$ cat config.mk
export PLATFORM = sky130hd
export DESIGN_NAME = tet_ctrl
export DESIGN_NICKNAME = d
export VERILOG_FILES = /design/src/hw/rtl/tet_pkg.sv /design/src/hw/rtl/tet_ctrl.sv
export SDC_FILE = /design/constraint.sdc
export NUM_CORES = 1
export LEC_CHECK = 0
export ABC_CLOCK_PERIOD_IN_PS = 2400
export BUFFER_PORTS_ARGS = -buffer_cell sky130_fd_sc_hd__buf_2
export CELL_PAD_IN_SITES_DETAIL_PLACEMENT = 0
export CELL_PAD_IN_SITES_GLOBAL_PLACEMENT = 1
export CORE_AREA = 2 2 39 41
export CTS_CLUSTER_SIZE = 28
export DETAILED_ROUTE_END_ITERATION = 8
export DIE_AREA = 0 0 41 43
export PLACE_DENSITY = 0.47
export SYNTH_ARGS = -nofsm -noshare
export SYNTH_HDL_FRONTEND = slang
export SYNTH_SLANG_ARGS = --single-unit
$ cat constraint.sdc
create_clock -name clk -period 2.4 [get_ports clk]
set_clock_uncertainty 0.05 [all_clocks]
set_input_delay 0.6 -clock clk [delete_from_list [all_inputs] [get_ports clk]]
set_output_delay 0.6 -clock clk [all_outputs]
set_load 0.005 [all_outputs]
$ cat src/hw/rtl/tet_pkg.sv
// shared types and constants for the timed exclusion table
package tet_pkg;

    localparam int TABLE_ENTRIES = 16;
    localparam int IDX_W         = $clog2(TABLE_ENTRIES);
    localparam int CNT_W         = $clog2(TABLE_ENTRIES + 1);
    localparam int KEY_W         = 16;
    localparam int TIME_W        = 32;
    localparam int DUR_W         = 16;
    localparam int SLOT_W        = 4;

    localparam logic KIND_QUERY = 1'b0;
    localparam logic KIND_ADD   = 1'b1;

    typedef enum logic [1:0] {
        ACT_NONE    = 2'd0,
        ACT_REFRESH = 2'd1,
        ACT_APPEND  = 2'd2,
        ACT_REPLACE = 2'd3
    } tet_action_t;

    typedef struct packed {
        logic                     kind;
        logic signed [KEY_W-1:0]  key;
        logic        [TIME_W-1:0] now;
        logic        [DUR_W-1:0]  duration;
    } tet_req_t;

    typedef struct packed {
        logic              blocked;
        tet_action_t       action;
        logic [SLOT_W-1:0] slot;
    } tet_rsp_t;

    typedef struct packed {
        logic [KEY_W-1:0]  key;
        logic [TIME_W-1:0] expiry;
    } tet_entry_t;

    // controller to datapath
    typedef struct packed {
        logic load;
        logic read;
        logic check;
        logic inc;
        logic finish;
    } tet_cmd_t;

    // datapath to controller
    typedef struct packed {
        logic skip;
        logic hit_now;
        logic last;
        logic out_busy;
    } tet_stat_t;

    // low slot bits of an entry index
    function automatic logic [SLOT_W-1:0] to_slot(input logic [IDX_W-1:0] idx);
        logic [IDX_W+SLOT_W-1:0] wide;
        wide = {{SLOT_W{1'b0}}, idx};
        return wide[SLOT_W-1:0];
    endfunction

    // now + duration, saturated at the top of the time range
    function automatic logic [TIME_W-1:0] sat_expiry(input logic [TIME_W-1:0] now,
                                                     input logic [DUR_W-1:0]  dur);
        logic [TIME_W:0] sum;
        sum = {1'b0, now} + {{(TIME_W + 1 - DUR_W){1'b0}}, dur};
        return sum[TIME_W] ? {TIME_W{1'b1}} : sum[TIME_W-1:0];
    endfunction

endpackage

$ cat src/hw/rtl/tet_ctrl.sv
// sequencer for the entry scan
module tet_ctrl (
    input  logic               clk,
    input  logic               rst_n,
    input  logic               req_valid,
    output logic               req_ready,
    input  tet_pkg::tet_stat_t stat,
    output tet_pkg::tet_cmd_t  cmd
);

    typedef enum logic [1:0] {
        ST_IDLE,
        ST_READ,
        ST_CHECK,
        ST_DECIDE
    } state_t;

    state_t state_reg;
    state_t state_next;

    always_comb
    begin
        state_next = state_reg;
        cmd        = '0;
        unique case (state_reg)
            ST_IDLE:
            begin
                if (req_valid)
                begin
                    cmd.load   = 1'b1;
                    state_next = ST_READ;
                end
            end
            ST_READ:
            begin
                if (stat.skip)
                begin
                    state_next = ST_DECIDE;
                end
                else
                begin
                    cmd.read   = 1'b1;
                    state_next = ST_CHECK;
                end
            end
            ST_CHECK:
            begin
                cmd.check = 1'b1;
                if (stat.hit_now || stat.last)
                begin
                    state_next = ST_DECIDE;
                end
                else
                begin
                    cmd.inc    = 1'b1;
                    state_next = ST_READ;
                end
            end
            ST_DECIDE:
            begin
                if (!stat.out_busy)
                begin
                    cmd.finish = 1'b1;
                    state_next = ST_IDLE;
                end
            end
            default:
            begin
                state_next = ST_IDLE;
            end
        endcase
    end

    always_ff @(posedge clk or negedge rst_n)
    begin
        if (!rst_n)
        begin
            state_reg <= ST_IDLE;
        end
        else
        begin
            state_reg <= state_next;
        end
    end

    assign req_ready = (state_reg == ST_IDLE);

endmodule

### After elaboration in Yosys (flattened, before gate mapping)

Index checks and enable logic that the tools add are counted.

| cells by class | value |
|---|---|
| eq/ne operators | 5 |
| multiplexer cells | 13 |
| reduce and logical (&&, ||, !) cells | 3 |

Operators by type and width:

| cell | number |
|---|---|
| 1-bit two-way mux | 8 |
| 2-bit two-way mux | 4 |
| 2-bit case mux with 4 select lines | 1 |
| 2-bit equality test (second input constant) | 2 |
| 2-bit != test (second input constant) | 2 |
| 2-bit by 1-bit equality test with 1-bit output (second input constant) | 1 |
| 2-bit zero test | 1 |
| 2-bit AND reduction | 1 |
| 1-bit logical OR | 1 |

| storage, ports and cells | value |
|---|---|
| register bits after elaboration | 2 |
| bits of input ports | 7 |
| output and inout port bits | 6 |
| logic and storage cells | 22 |

### Longest topological paths before layout

| depth | value |
|---|---|
| depth after elaboration | 3 |
| depth in mapped cells | 2 |
| gate-level depth less buffers | 2 |

### Worst setup path after synthesis

OpenSTA, ideal clock, no wires.

| path | value |
|---|---|
| kind | in2out |
| start point | in stat[1] (netlist name) |
| end point | out cmd[1] (netlist name) |
| arrival | 907 ps |
| data required time | 1750 ps |
| path slack | 843 ps |
| cell stages on the path | 1 |
| buffers on the path | 0 |
| cells stage by stage | nor4_1 |

| on the way | value |
|---|---|
| longest elaborated chain between the ends | 3 |

RTL lines:

| what | RTL line | source |
|---|---|---|
| from (decl) | tet_ctrl.sv:7 | `input tet_pkg::tet_stat_t stat,` |
| 1-bit logical OR | tet_ctrl.sv:49 | `if (stat.hit_now \|\| stat.last)` |
| 1-bit two-way mux | tet_ctrl.sv:49 |  |
| 2-bit two-way mux | tet_ctrl.sv:25 | `unique case (state_reg)` |
| to (decl) | tet_ctrl.sv:8 | `output tet_pkg::tet_cmd_t cmd` |

No other way between the ends.

==> summary.md <==
| Metric | Value |
|---|---|
| CTS Buffer Depth | 2 |
| Drt first pass iters | 4 |
| Rel. slew slack | 0.824 |
| Initial core utilization | 0.0877 |
| Critical path type | in2out |
| GRT Resource Usage Total | 0.0633 |
| CTS clk-pin slew, worst paths | 0.03 ns |
| Fillers | roughly 160 |
| Register area share after synthesis | 0.412 |
| Vias per cell | 3.51 |
| Die span in x | between 40 and 50 um |
| Crit path cell chain | buf_2 -> nor4_1 -> buf_2 |
| Max Cap Viol | 0 |
| Area of the die | 1760 um^2 |
| Total Wirelength | 414 um |
| Ant diodes | 0 |
| Clock latency at the later pin of the worst-skew pair | ~0.22 ns |
| Cells after Synth | 14 |
| Synth Register Bits | 2 |
| Worst path arrival time | about 1.2 ns |
| Hpwl dp | 348 um |
| GPL Wtd Cong | 0.644 |
| Multi-input logic area | roughly 64 um^2 |
| CORE AREA | between 1000 and 1500 um^2 |
| Port Buffers | 12 |
| Syn nets | 21 |
| Num CTS Buffers | 3 |
| Global route overflow | 0 |
| Fin area | 224 um^2 |
| Pin count of the biggest net entering global routing | 7 |
| P per Cell Area | 1080 nW/um^2 |
| Post-Syn Area | 121 um^2 |
| Crit Path Max Fanout | 2 |
| Reg2reg end | state_reg[0] |
| FF-to-FF path depth | 2 |
| I/O pin total | 13 |
| Post-CTS Setup Inserts | 0 |
| Post-route DRC violation count | 0 |
| Crit path launch type | input port |
| Worst reg2reg path startpoint | state_reg[0] |
| Peak VDD IR | around 0.00025 V |
| WP data required | 1.75 ns |
| Leakage power | 0.129 nW |
| Maximum operating frequency | 0.550 GHz |
| Post-route ant nets | 0 |
| Post-DR wirelength/cell | about 9.2 um |
| First-pass GRT wire length | about 660 um |
| Max incr delay on CP | around 0.29 ns |
| Synth Area per Inst | 8.67 um^2 |
| R2R Setup Slk | 1.48 ns |
| Layout cells sized above 1 | 0.621 |
| Most frequent cells in the layout | buf_2, clkbuf_4, nor2_1, dfrtp_1 |
| Crit end category | output port |
| Max Slew Vio Count | 0 |
| Total number of vias | 158 |
| Std-Cell Rows | 14 |
| Status | finished clean |
| RSZ-0062 raised after global routing | no |
| CTS tree | done |
| H-tree Lvls | 1 |
| Total negative slack | 0 ns |
| Crit path to | cmd[1] |
| Hold_buf cts | 0 |
| Commonest non-fill, non-tap cell in the layout | buf_2 |
| Layout area overhead | 84.5% |
| Initial antenna violation count | 0 |
| DP Area | 201 um^2 |
| Initial DRC count | 5 |
| Worst Setup SP | stat[1] |
| Root Driver | clkbuf_4 |
| Vias in the first global route | approximately 140 |
| Worst hold path class | in2async |
| Least-Margin Pin Slew | 0.262 ns |
| Final worst path period need | 1.82 ns |
| Nets | 38 |
| Resized cells post-CTS | 0 |
| Tcrit/Tclk final | 0.757 |
| Final setup violation count | 0 |
| Yosys warns | 0 |
| Die H | around 43 um |
| Clock sinks | 2 |
| Max reg flops | 2 |
| Most frequent cell on the critical path | buf_2 |
| Library cells used by synthesis | 12 |
| Register area | between 50 and 60 um^2 |
| Fin Hold WS | 0.105 ns |
| Count of final hold-check violations | 0 |
| Slowest library cell on the worst path | nor4_1 |
==> kinds of logic after synthesis <==
family / after synthesis / synth area share
compound gates: 3 / 0.155
buf+inv: 2 / 0.0618
flops: 2 / 0.412
simple gates: 6 / 0.289
mux: 1 / 0.0825
==> per-layer routing <==
layer / vias to the layer above / track usage / routed length, um
li1: 78 / - / -
met1: 65 / 0.0997 / 231
met2: 15 / 0.0406 / 94
met3: 0 / 0.0681 / 89
met4: 0 / 0.0400 / 0
met5: - / 0 / 0
==> cell type report <==
cell class,count,area share
timing repair buffer,12,0.268
sequential,2,0.223
tap,16,0.0894
clock buffer,3,0.101
multi-input combinational,10,0.285
inverter,2,0.0335
==> stage by stage <==
stage	std cells	utilization	setup slack [ns]	power (mW)
2_1_floorplan	14	-	0.843	0.124
3_3_place_gp	42	0.146	0.553	0.169
3_5_place_dp	42	0.146	0.564	0.170
4_1_cts	45	0.162	0.556	0.246
5_1_grt	45	0.162	0.499	0.268
6_report	45	0.162	0.583	0.243
==> synth_stat cells <==
cell	instances	area share
a21oi_1	1	0.041
a21oi_2	1	0.072
and2_1	1	0.052
and3b_2	1	0.082
dfrtp_1	2	0.41
inv_1	1	0.031
inv_2	1	0.031
mux2i_1	1	0.082
nor2_1	2	0.062
nor3_1	1	0.041
nor4_1	1	0.052
o21ai_0	1	0.041
==> critical path: cells and delay by family <==
family | cells | cell delay (ns)
AND/OR/NAND/NOR | 1 | 0.29
buffers and inverters | 2 | 0.27
==> worst min path at each step <==
stage               start           end  slack (ns)  depth (start not counted)
detailed placement  rst_n  state_reg[0]        0.34                          1
floorplan           rst_n  state_reg[0]        0.25                          0
global route        rst_n  state_reg[0]        0.09                          1
finish              rst_n  state_reg[0]        0.10                          1
CTS                 rst_n  state_reg[0]        0.10                          1
global placement    rst_n  state_reg[1]        0.34                          1
==> power breakdown <==
group | switching, mW | total (mW) | internal [mW]
sequential | 0.0238 | 0.0738 | 0.0500
combinational | 0.0473 | 0.0949 | 0.0476
clock | 0.0190 | 0.0742 | 0.0552
Note: power is estimated with default switching activity, not from simulation.
