$ cat src/hw/rtl/tet_pkg.sv
// shared types and constants for the timed exclusion table
package tet_pkg;

    localparam int TABLE_ENTRIES = 16;
    localparam int IDX_W         = $clog2(TABLE_ENTRIES);
    localparam int CNT_W         = $clog2(TABLE_ENTRIES + 1);
    localparam int KEY_W         = 16;
    localparam int TIME_W        = 32;
    localparam int DUR_W         = 16;
    localparam int SLOT_W        = 4;

    localparam logic KIND_QUERY = 1'b0;
    localparam logic KIND_ADD   = 1'b1;

    typedef enum logic [1:0] {
        ACT_NONE    = 2'd0,
        ACT_REFRESH = 2'd1,
        ACT_APPEND  = 2'd2,
        ACT_REPLACE = 2'd3
    } tet_action_t;

    typedef struct packed {
        logic                     kind;
        logic signed [KEY_W-1:0]  key;
        logic        [TIME_W-1:0] now;
        logic        [DUR_W-1:0]  duration;
    } tet_req_t;

    typedef struct packed {
        logic              blocked;
        tet_action_t       action;
        logic [SLOT_W-1:0] slot;
    } tet_rsp_t;

    typedef struct packed {
        logic [KEY_W-1:0]  key;
        logic [TIME_W-1:0] expiry;
    } tet_entry_t;

    // controller to datapath
    typedef struct packed {
        logic load;
        logic read;
        logic check;
        logic inc;
        logic finish;
    } tet_cmd_t;

    // datapath to controller
    typedef struct packed {
        logic skip;
        logic hit_now;
        logic last;
        logic out_busy;
    } tet_stat_t;

    // low slot bits of an entry index
    function automatic logic [SLOT_W-1:0] to_slot(input logic [IDX_W-1:0] idx);
        logic [IDX_W+SLOT_W-1:0] wide;
        wide = {{SLOT_W{1'b0}}, idx};
        return wide[SLOT_W-1:0];
    endfunction

    // now + duration, saturated at the top of the time range
    function automatic logic [TIME_W-1:0] sat_expiry(input logic [TIME_W-1:0] now,
                                                     input logic [DUR_W-1:0]  dur);
        logic [TIME_W:0] sum;
        sum = {1'b0, now} + {{(TIME_W + 1 - DUR_W){1'b0}}, dur};
        return sum[TIME_W] ? {TIME_W{1'b1}} : sum[TIME_W-1:0];
    endfunction

endpackage

$ cat src/hw/rtl/tet_ram.sv
// generic single-port-write, single-port-read ram with registered read
module tet_ram #(
    parameter int WIDTH = 8,
    parameter int DEPTH = 16
) (
    input  logic                     clk,
    input  logic                     wr_en,
    input  logic [$clog2(DEPTH)-1:0] wr_addr,
    input  logic [WIDTH-1:0]         wr_data,
    input  logic                     rd_en,
    input  logic [$clog2(DEPTH)-1:0] rd_addr,
    output logic [WIDTH-1:0]         rd_data
);

    logic [WIDTH-1:0] mem_reg [DEPTH];
    logic [WIDTH-1:0] rd_data_reg;

    always_ff @(posedge clk)
    begin
        if (wr_en)
        begin
            mem_reg[wr_addr] <= wr_data;
        end
        if (rd_en)
        begin
            rd_data_reg <= mem_reg[rd_addr];
        end
    end

    assign rd_data = rd_data_reg;

endmodule

$ cat src/hw/rtl/tet_datapath.sv
// request register, entry scan, match and minimum tracking, result register
module tet_datapath (
    input  logic              clk,
    input  logic              rst_n,
    input  tet_pkg::tet_cmd_t cmd,
    output tet_pkg::tet_stat_t stat,
    input  tet_pkg::tet_req_t req,
    output tet_pkg::tet_rsp_t rsp,
    output logic              rsp_valid,
    input  logic              rsp_ready
);

    logic                             kind_reg;
    logic [tet_pkg::KEY_W-1:0]        key_reg;
    logic [tet_pkg::TIME_W-1:0]       now_reg;
    logic [tet_pkg::TIME_W-1:0]       exp_reg;
    logic [tet_pkg::IDX_W-1:0]        idx_reg;
    logic [tet_pkg::CNT_W-1:0]        fill_reg;
    logic [tet_pkg::CNT_W-1:0]        fill_next;
    logic                             hit_reg;
    logic [tet_pkg::IDX_W-1:0]        hit_idx_reg;
    logic [tet_pkg::TIME_W-1:0]       min_reg;
    logic [tet_pkg::IDX_W-1:0]        min_idx_reg;
    tet_pkg::tet_rsp_t                rsp_reg;
    tet_pkg::tet_rsp_t                rsp_next;
    logic                             rsp_valid_reg;

    tet_pkg::tet_entry_t              rd_entry;
    tet_pkg::tet_entry_t              wr_entry;
    logic                             wr_en;
    logic [tet_pkg::IDX_W-1:0]        wr_idx;
    logic                             negative;
    logic                             full;
    logic                             hit_now;
    logic                             new_min;

    tet_ram #(
        .WIDTH($bits(tet_pkg::tet_entry_t)),
        .DEPTH(tet_pkg::TABLE_ENTRIES)
    ) u_ram (
        .clk     (clk),
        .wr_en   (wr_en),
        .wr_addr (wr_idx),
        .wr_data (wr_entry),
        .rd_en   (cmd.read),
        .rd_addr (idx_reg),
        .rd_data (rd_entry)
    );

    assign negative = key_reg[tet_pkg::KEY_W-1];
    assign full     = (fill_reg == tet_pkg::CNT_W'(tet_pkg::TABLE_ENTRIES));

    // query needs a live expiry, add only the key
    assign hit_now = cmd.check && (rd_entry.key == key_reg)
                     && ((kind_reg == tet_pkg::KIND_ADD) || (rd_entry.expiry > now_reg));
    assign new_min = (idx_reg == '0) || (rd_entry.expiry < min_reg);

    assign stat.skip     = negative || (fill_reg == '0);
    assign stat.hit_now  = hit_now;
    assign stat.last     = ((tet_pkg::CNT_W'(idx_reg) + tet_pkg::CNT_W'(1)) == fill_reg);
    assign stat.out_busy = rsp_valid_reg && !rsp_ready;

    always_comb
    begin
        rsp_next  = '{blocked: 1'b0, action: tet_pkg::ACT_NONE, slot: '0};
        wr_en     = 1'b0;
        wr_idx    = idx_reg;
        fill_next = fill_reg;
        wr_entry  = '{key: key_reg, expiry: exp_reg};
        if (!negative)
        begin
            if (kind_reg == tet_pkg::KIND_QUERY)
            begin
                rsp_next.blocked = hit_reg;
            end
            else
            begin
                wr_en = cmd.finish;
                priority if (hit_reg)
                begin
                    rsp_next.action = tet_pkg::ACT_REFRESH;
                    wr_idx          = hit_idx_reg;
                end
                else if (!full)
                begin
                    rsp_next.action = tet_pkg::ACT_APPEND;
                    wr_idx          = fill_reg[tet_pkg::IDX_W-1:0];
                    fill_next       = fill_reg + tet_pkg::CNT_W'(1);
                end
                else
                begin
                    rsp_next.action = tet_pkg::ACT_REPLACE;
                    wr_idx          = min_idx_reg;
                end
                rsp_next.slot = tet_pkg::to_slot(wr_idx);
            end
        end
    end

    always_ff @(posedge clk or negedge rst_n)
    begin
        if (!rst_n)
        begin
            fill_reg      <= '0;
            hit_reg       <= 1'b0;
            rsp_valid_reg <= 1'b0;
            idx_reg       <= '0;
        end
        else
        begin
            if (cmd.load)
            begin
                hit_reg <= 1'b0;
                idx_reg <= '0;
            end
            else if (cmd.inc)
            begin
                idx_reg <= idx_reg + tet_pkg::IDX_W'(1);
            end
            if (hit_now)
            begin
                hit_reg <= 1'b1;
            end
            if (cmd.finish)
            begin
                fill_reg      <= fill_next;
                rsp_valid_reg <= 1'b1;
            end
            else if (rsp_ready)
            begin
                rsp_valid_reg <= 1'b0;
            end
        end
    end

    always_ff @(posedge clk)
    begin
        if (cmd.load)
        begin
            kind_reg <= req.kind;
            key_reg  <= req.key;
            now_reg  <= req.now;
            exp_reg  <= tet_pkg::sat_expiry(req.now, req.duration);
        end
        if (hit_now)
        begin
            hit_idx_reg <= idx_reg;
        end
        if (cmd.check && new_min)
        begin
            min_reg     <= rd_entry.expiry;
            min_idx_reg <= idx_reg;
        end
        if (cmd.finish)
        begin
            rsp_reg <= rsp_next;
        end
    end

    assign rsp       = rsp_reg;
    assign rsp_valid = rsp_valid_reg;

endmodule

$ cat config.mk
export PLATFORM = sky130hd
export DESIGN_NAME = tet_datapath
export DESIGN_NICKNAME = d
export VERILOG_FILES = /design/src/hw/rtl/tet_pkg.sv /design/src/hw/rtl/tet_ram.sv /design/src/hw/rtl/tet_datapath.sv
export SDC_FILE = /design/constraint.sdc
export NUM_CORES = 1
export LEC_CHECK = 0
export BUFFER_PORTS_ARGS = -buffer_cell sky130_fd_sc_hd__buf_2
export CAP_MARGIN = 20
export CORE_UTILIZATION = 65
export DETAILED_ROUTE_END_ITERATION = 12
export PLACE_DENSITY = 0.8
export SLEW_MARGIN = 25
export SYNTH_ARGS = -nofsm -noshare
export SYNTH_HDL_FRONTEND = slang
export SYNTH_SLANG_ARGS = --single-unit
$ cat constraint.sdc
create_clock -name clk -period 9.2 [get_ports clk]
set_input_delay 0 -clock clk [delete_from_list [all_inputs] [get_ports clk]]
set_output_delay 0 -clock clk [all_outputs]
set_load 0.03 [all_outputs]
After elaboration in Yosys (flattened, before gate mapping)
Memory sizes are Yosys's and may differ from the RTL's. A register that Yosys moved wholly into a read port is not among the register bits.
Cells that the tools add are included.

cells by class
  muxes and demuxes = 16
  equality and inequality tests = 3
  bitwise gates (word level) = 4
  add/subtract/negate cells = 4
  order comparisons = 2
  reductions and logical operators = 17

operator list
  kind                                          count
  adder 32 x 16 -> 33 bit                       1
  > comparator 32 bit                           1
  < comparator 32 bit                           1
  two-way mux 4 bit                             6
  equality test 16 bit                          1
  two-way mux 1 bit                             10
  nonzero test 2 bit                            3
  adder 4 x 1 -> 5 bit (second input constant)  1
  adder 5 x 1 -> 5 bit (second input constant)  1
  equality test 5 bit                           1
  equality test 5 bit (second input constant)   1
  zero test 5 bit                               1
  AND reduction 5 bit                           1
  adder 4 x 1 -> 4 bit (second input constant)  1
  logical AND 1 bit                             4
  zero test 4 bit                               1
  NOT 1 bit                                     4
  OR reduction 2 bit                            2
  logical OR 1 bit                              3
  OR reduction 3 bit                            1
  zero test 1 bit                               1

word-level totals
  output and inout bits = 12
  input bits = 73
  memories kept = 1
  word-level logic and storage cells = 62
  flip-flop bits (word level) = 139
  memory bits (writable) = 768

memories
  name           words  bits a word  read ports  clocked after Yosys merged registers in  wr ports  line           RTL
  u_ram.mem_reg  16     48           1           1                                        1         tet_ram.sv:15  logic [WIDTH-1:0] mem_reg [DEPTH];

Depth between registers and ports, before layout
Gate-level depths: netlist (run 1).

  depth in word-level cells = 5
  gate-level depth with buffers = 10
  gate-level depth less buffers = 9

Hierarchy
From an unflattened synthesis (run 1), not the netlist that was laid out.

unflattened totals
  cell total of the unflattened synthesis = 1903
  area, all modules = 37866.3 sq um

modules (own cells, without submodules)
  module        area an instance (sq um)  times used  sequential area each (sq um)  cells an instance
  tet_ram       30171.4                   1           24503.5                       1242
  tet_datapath  7694.9                    1           4119.0                        661

Least setup slack after synthesis (run 1)
Ideal clock, no wire load.

  path kind = register to register
  from = register fill_reg[0] (netlist bit)
  to = memory u_ram.mem_reg[0][0] (netlist bit) (enable)
  path slack = 5.057 ns
  arrival = 3.689 ns
  setup time = 0.454 ns
  stages on the path, launching flop included = 9
  clock period less this slack = 4.143 ns
  buffers on the path = 0
  data required time = 8.746 ns
  cell sequence = dfrtp_1 -> inv_1 -> ha_1 -> and4bb_2 -> nand2_1 -> o211ai_1 -> o211a_1 -> or3b_1 -> nor2_1

between the ends
  cells in the longest elaborated chain, start to end = 5

RTL lines
  item                      line                 RTL
  start: declaration        tet_datapath.sv:18   logic [tet_pkg::CNT_W-1:0] fill_reg;
  start signal: assignment  tet_datapath.sv:126  fill_reg <= fill_next;
  equality test 5 bit       tet_datapath.sv:51   assign full = (fill_reg == tet_pkg::CNT_W'(tet_pkg::TABLE_ENTRIES));
  two-way mux 4 bit (*)     tet_datapath.sv:84   else if (!full)
  two-way mux 4 bit (*)     tet_datapath.sv:79   priority if (hit_reg)
  two-way mux 4 bit (*)     tet_datapath.sv:72   if (kind_reg == tet_pkg::KIND_QUERY)
  two-way mux 4 bit (*)     tet_datapath.sv:70   if (!negative)
  end: declaration          tet_ram.sv:15

Every way passes the cells marked *; elsewhere a longest branch is shown, timed or not.

==> results_dict.tcl, run 1 <==
set metrics [dict create \
    critical_path_class "reg2out" \
    cts_num_sinks 955 \
    areaGrowthSynthToFinish_pct 12.87 \
    clk_pin_slew_ns 0.06 \
    cp_data_required_time_ns 9.20 \
    r2r_slack_ns 5.24 \
    synth_top_area_cell "edfxtp_1" \
    synth_top_area_frac 0.7334 \
    power.static_leakage_uw 0.01480 \
    largest_reg_flops 768 \
    rows 89 \
    cts_setup_buffers 0 \
    min_period_ns 3.990 \
    root_buffer "clkbuf_16" \
    ys_ff_latch 955 \
    crit_path_cell_trace "ha_1 -> nand4_1 -> nor4_2 -> o21ai_0 -> a21oi_1 -> buf_2" \
    postCtsHoldBufs 69 \
    io-pin-count 85 \
    ys.flop_type "edfxtp_1" \
    hold_class "in2reg" \
    hold_viol 0 \
    die-area_mm2 0.06044 \
    synth_area_leaders "edfxtp_1 73%, mux4_2 5.6%, mux2i_1 3.8%" \
    crit_path_start_kind "flop" \
    clkLatencyLatePin_ns 0.64 \
    diodes 0 \
    drt-vias-per-instance 6.675 \
    finalInstanceArea_mm2 0.04363 \
    port_buffers 84 \
    mappedNetlistArea_mm2 0.03865 \
    r2r_start "idx_reg[1]" \
    cts-htree-levels 3 \
    dpl-instance-area_mm2 0.03997 \
    min_from "req[3]" \
    dieWidth_um 245.9 \
    antenna_found_initial 2 \
    grt_pass1_vias 21550 \
    dp_hpwl_um 44710 \
    cts_buffers 92 \
    drt-total-wl_um 88610 \
    rsz0062_at_grt "no" \
    whs_endpoint "exp_reg[3]" \
    first_iter_violations 2253 \
    timing.fmax_mhz 250.6 \
    tightest_slew_ns 1.115 \
    endpoint_kind "output port" \
    finalSetupTns_ns 0 \
    timing.final.crit_share 0.4337 \
    post_cts_resized 0 \
    cp-startpoint "u_ram.rd_data[31]" \
    yosysWarnings 0 \
    drv_slew 0 \
    arrival_ns 3.99 \
    routabilityCongestion 0.8879 \
    nNetsFinal 2516 \
    worst_path_max_delay_cell "nor4_2" \
    syn_nets 2337 \
    clock_skew_ns 0.01720 \
    via_count 21386 \
    avgSynthCellArea_um2 17.73 \
    cp_slowest_stage_delay_ns 0.95 \
    worstPathMaxFanout 5 \
    setup_viol 0 \
    outcome "finished clean" \
    cts_tree "done" \
    min_path_cells 4 \
    synthArstFlopShare 0.01152 \
    relSlewSlack 0.2570 \
    drtAntennaViolNets 0 \
    power.total_uw 9556 \
    synth.distinct_cells 69 \
    grt_max_degree 135 \
    die_height_um 245.9 \
    layout-drive-gt1-share 0.1732 \
    dr.pass1.iters 5 \
    ir_drop_v 0.0001906 \
    p_per_area_mw_per_mm2 219.0 \
    yosys-top-cells-count "944 x edfxtp_1, 148 x mux2i_1, 118 x o21ai_0" \
    synthCells 2180 \
    wl_per_cell_um 27.66 \
    yosysMostFrequentCell "edfxtp_1" \
    ys_seq_area_frac 0.7405 \
    cts_buffer_depth 3 \
    drv_cap 0 \
    rr_worst_depth 7 \
    synth_edf_count 944 \
    grt_pass1_wl_um 131200 \
    core_mm2 0.05891 \
    drc 0 \
    globalRouteTotalUtil 0.2995 \
    grt-ovfl-total 0 \
    start_util 0.6561 \
    reg2reg_to "min_reg[1]" \
]
[critical path: cells and delay by family (launching register included)]
| kind | cells | cell delay, ns |
|---|---|---|
| AND/OR/NAND/NOR | 2 | 1.20 |
| adder cells (fa/ha/maj) | 1 | 0.39 |
| flip-flops | 1 | 0.48 |
| buffers and inverters | 1 | 0.36 |
| AO/OA/AOI/OAI | 2 | 0.92 |
[cell type report]
cell class	instances	area, um^2
inverters	81	304.0
repair buffers	183	1399
flip-flops and latches	955	28640
fillers	3223	15280
well taps	773	967.2
clock buffers	122	2489
multi-input cells	1046	9417
clock inverters	44	415.4
[report_power, final]
part,internal (uW),switching (uW)
registers,4990,175
logic,324,404
clock network,2120,1540
total,7440,2120
[how the worst max path moves through the flow]
| stage | endpoint | depth (start not counted) |
|---|---|---|
| 2_1_floorplan | u_ram.mem_reg[0][0] | 8 |
| 3_3_place_gp | u_ram.rd_data[6] | 7 |
| 3_5_place_dp | u_ram.rd_data[7] | 7 |
| 4_1_cts | u_ram.rd_data[7] | 7 |
| 5_1_grt | u_ram.rd_data[7] | 7 |
| 6_report | stat[2] | 6 |
[per-layer routing]
| layer | track usage | vias up | wire length [um] |
|---|---|---|---|
| met3 | 0.05348 | 195 | 8556 |
| met2 | 0.4875 | 1216 | 43210 |
| met5 | 0 | - | 9 |
| met4 | 0.1039 | 2 | 2701 |
| met1 | 0.4129 | 10901 | 34130 |
| li1 | - | 9072 | - |
[cells in the final DEF (no fill, tap or decap), drive strengths merged, types with 69 or more instances in the layout]
master       netlist  layout
mux4              96      96
mux2i            148     148
inv               80      81
dlygate4sd3        0      69
o21ai            126     126
a21oi            102     102
edfxtp           944     944
ha                83      83
buf               47     114
nand2            103     103
clkbuf            51     122
[through the flow]
stage / hold WS (ns) / util / setup WS (ns) / std cells
2_1_floorplan: -0.2956 / - / 5.057 / 2180
3_3_place_gp: -0.1201 / 0.6785 / 5.208 / 2967
3_5_place_dp: -0.1101 / 0.6785 / 5.069 / 2967
4_1_cts: 0.004979 / 0.7395 / 4.957 / 3202
5_1_grt: 0.04331 / 0.7406 / 4.996 / 3204
6_report: 0.02813 / 0.7406 / 5.210 / 3204
[logic make-up after synthesis]
group | share of synthesized area
compound gates | 0.06448
xor+xnor | 0.008384
fa+ha+maj | 0.02739
buf+inv | 0.01975
flops | 0.7405
mux | 0.1088
simple gates | 0.03065
No activity file was read; power rests on OpenSTA's default activity.
==> run 2, diff against run 1 <==
--- a/config.mk
+++ b/config.mk
@@ -7,9 +7,9 @@
 export LEC_CHECK = 0
 export BUFFER_PORTS_ARGS = -buffer_cell sky130_fd_sc_hd__buf_2
 export CAP_MARGIN = 20
-export CORE_UTILIZATION = 65
+export CORE_UTILIZATION = 56
 export DETAILED_ROUTE_END_ITERATION = 12
-export PLACE_DENSITY = 0.8
+export PLACE_DENSITY = 0.73
 export SLEW_MARGIN = 25
 export SYNTH_ARGS = -nofsm -noshare
 export SYNTH_HDL_FRONTEND = slang
==> constraint.sdc (replaced) <==
create_clock -name clk -period 3.3 [get_ports clk]
set_input_delay 0 -clock clk [delete_from_list [all_inputs] [get_ports clk]]
set_output_delay 0 -clock clk [all_outputs]
set_load 0.03 [all_outputs]
==> run 2 against run 1 <==
Worst hold slack gained 0.012 ns. Setup slack lost 5.1 ns. First-iteration DRC count shrank 5.3%. Cell area grew 2.0%. Global-route usage shrank 4.8 points. Critical path type unchanged. Critical endpoint unchanged.
==> results_dict.tcl, run 2 (same netlist as run 1, synthesis figures left out) <==
set metrics [dict create \
    outcome "finished clean" \
    final_common_cell "edfxtp_1" \
    cp-startpoint "key_reg[10]" \
    clkLatencyLatePin_ns 0.64 \
    met1_usage 0.3515 \
    arrival_ns 3.17 \
    relSlewSlack 0.2860 \
    core_mm2 0.06775 \
    crit_path_cell_trace "xor2_1 -> or4b_2 -> nor4_2 -> nand4_1 -> a21oi_4 -> buf_2" \
    nNetsFinal 2560 \
    grt_max_degree 99 \
    clock_skew_ns 0.02046 \
    cts_buffers 94 \
    fin_util 0.6568 \
    clk_pin_slew_ns 0.06 \
    start_util 0.5705 \
    routabilityCongestion 0.8415 \
    combPwrFrac 0.083 \
    dp_hpwl_um 51750 \
    power_switching_share 0.2265 \
    power.total_uw 26920 \
    first_iter_violations 2134 \
    die_height_um 264.7 \
    root_buffer "clkbuf_16" \
    globalRouteTotalUtil 0.2512 \
    r2r_slack_ns 0.31 \
    timing.final.crit_share 0.9606 \
    met3_usage 0.03818 \
    via_count 20957 \
    cts_num_sinks 955 \
    grt_pass1_vias 21191 \
    critical_path_class "reg2out" \
    cts_setup_buffers 0 \
    io-pin-count 85 \
    tightest_slew_ns 1.071 \
    drt-total-wl_um 87070 \
    setup_viol 0 \
    min_from "req[13]" \
    drtAntennaViolNets 0 \
    cp_num_buf_inv 1 \
    layout_common_cells "944 x edfxtp_1, 148 x mux2i_1, 118 x o21ai_0" \
    ir_drop_v 0.0004345 \
    grt.met2_usage 0.4105 \
    wl_per_cell_um 25.96 \
    timing.fmax_mhz 315.5 \
    cts_buffer_depth 3 \
    drv_slew 0 \
    finalInstanceArea_mm2 0.04450 \
    grt_pass1_wl_um 129300 \
    grt-busiest-layer "met2" \
    cp_data_required_time_ns 3.30 \
    antenna_found_initial 6 \
    dpl-instance-area_mm2 0.04076 \
    switchingPower_uw 6097 \
    layout-drive-gt1-share 0.1940 \
    rsz0062_at_grt "no" \
    hold_class "in2reg" \
    worst_path_max_delay_cell "or4b_2" \
    hold_viol 0 \
    crit_path_start_kind "flop" \
    rows 95 \
    cp_top_family "simple AND/OR/NAND/NOR gates" \
    dieWidth_um 264.7 \
    power.static_leakage_uw 0.01515 \
    cts-htree-levels 3 \
    power_frac_seq 0.532 \
    largest_reg_flops 768 \
    clockPowerShare 0.385 \
    drc 0 \
    worstPathMaxFanout 5 \
    p_per_area_mw_per_mm2 604.9 \
    worst_hold_slack_ns 0.03987 \
    internal_power_uw 20820 \
    endpoint_kind "output port" \
    cp_slowest_stage_delay_ns 0.69 \
    min_period_ns 3.170 \
    dr.pass1.iters 6 \
    port_buffers 84 \
    cts_tree "done" \
    finalSetupTns_ns 0 \
    die-area_mm2 0.07008 \
    areaGrowthSynthToFinish_pct 15.12 \
    fill_cells 4470 \
    drt-vias-per-instance 6.248 \
    grt-ovfl-total 0 \
    r2r_start "fill_reg[0]" \
    drv_cap 0 \
]
==> run 2: cell count changes in the layout (fill, tap and decap cells not counted), moves of 2 or more <==
cell,before,now
buf_12,1,30
buf_16,2,0
buf_4,26,41
buf_6,2,0
clkbuf_1,26,14
clkinv_1,20,22
clkinv_2,11,23
clkinv_8,0,2
dlygate4sd3_1,69,71
inv_6,1,3
==> run 2: cell type report <==
type / instances / area (um^2) / share of cell area
sequential: 955 / 28640 / 0.6435
multi-input combinational: 1046 / 9438 / 0.2121
clock buffer: 111 / 2457 / 0.05523
timing repair buffer: 225 / 2034 / 0.04572
tap: 873 / 1092 / 0.02455
clock inverter: 62 / 533.0 / 0.01198
inverter: 81 / 304.0 / 0.006833
antenna: 1 / 2.502 / 0.00005624
==> run 2: power groups by stage <==
stage / combinational [uW] / clock (uW) / sequential (uW)
after floorplan: 1430 / 0 / 14400
after global placement: 2070 / 0 / 14500
after detailed placement: 2130 / 0 / 14600
after CTS: 2220 / 10500 / 14300
after global routing: 2410 / 10900 / 14400
final: 2230 / 10400 / 14300
==> run 2: path summary, 6_finish.rpt <==
check | cells after the start | end
setup / recovery | 6 | stat[2]
hold / removal | 4 | exp_reg[13]
setup reg to reg | 9 | u_ram.mem_reg[11][26]
hold reg to reg | 0 | min_reg[0]
max in group asynchronous | 3 | idx_reg[0]
min in group asynchronous | 3 | idx_reg[3]
==> run 2: timing repair <==
item,4_1_cts,5_1_grt
gates resized for setup,2,3
hold endpoints to repair,129,0
endpoints found under the setup margin,1,2
hold buffers,71,0
==> run 2: worst register-to-register path: stages, from the launching register on <==
cell      delay, ns
dfrtp_1        0.41
inv_1          0.15
ha_1           0.21
and4bb_2       0.29
nand2_1        0.07
o211ai_1       0.10
o211a_1        0.27
nand3_1        0.37
nor2_4         0.52
buf_12         0.27
==> run 2: metrics by stage <==
step | worst slack [ns] | instances
final | 0.1301 | 3354
after global routing | 0.04159 | 3353
after CTS | 0.03364 | 3353
after detailed placement | 0.3576 | 3109
after global placement | 0.4365 | 3109
after floorplan | -0.6322 | 2180
==> run 2: metal layers <==
metal  up-vias  wire, um
li1       9166         -
met3       152      6296
met1     10729     35960
met4         2      2441
met5         -         8
met2       908     42370
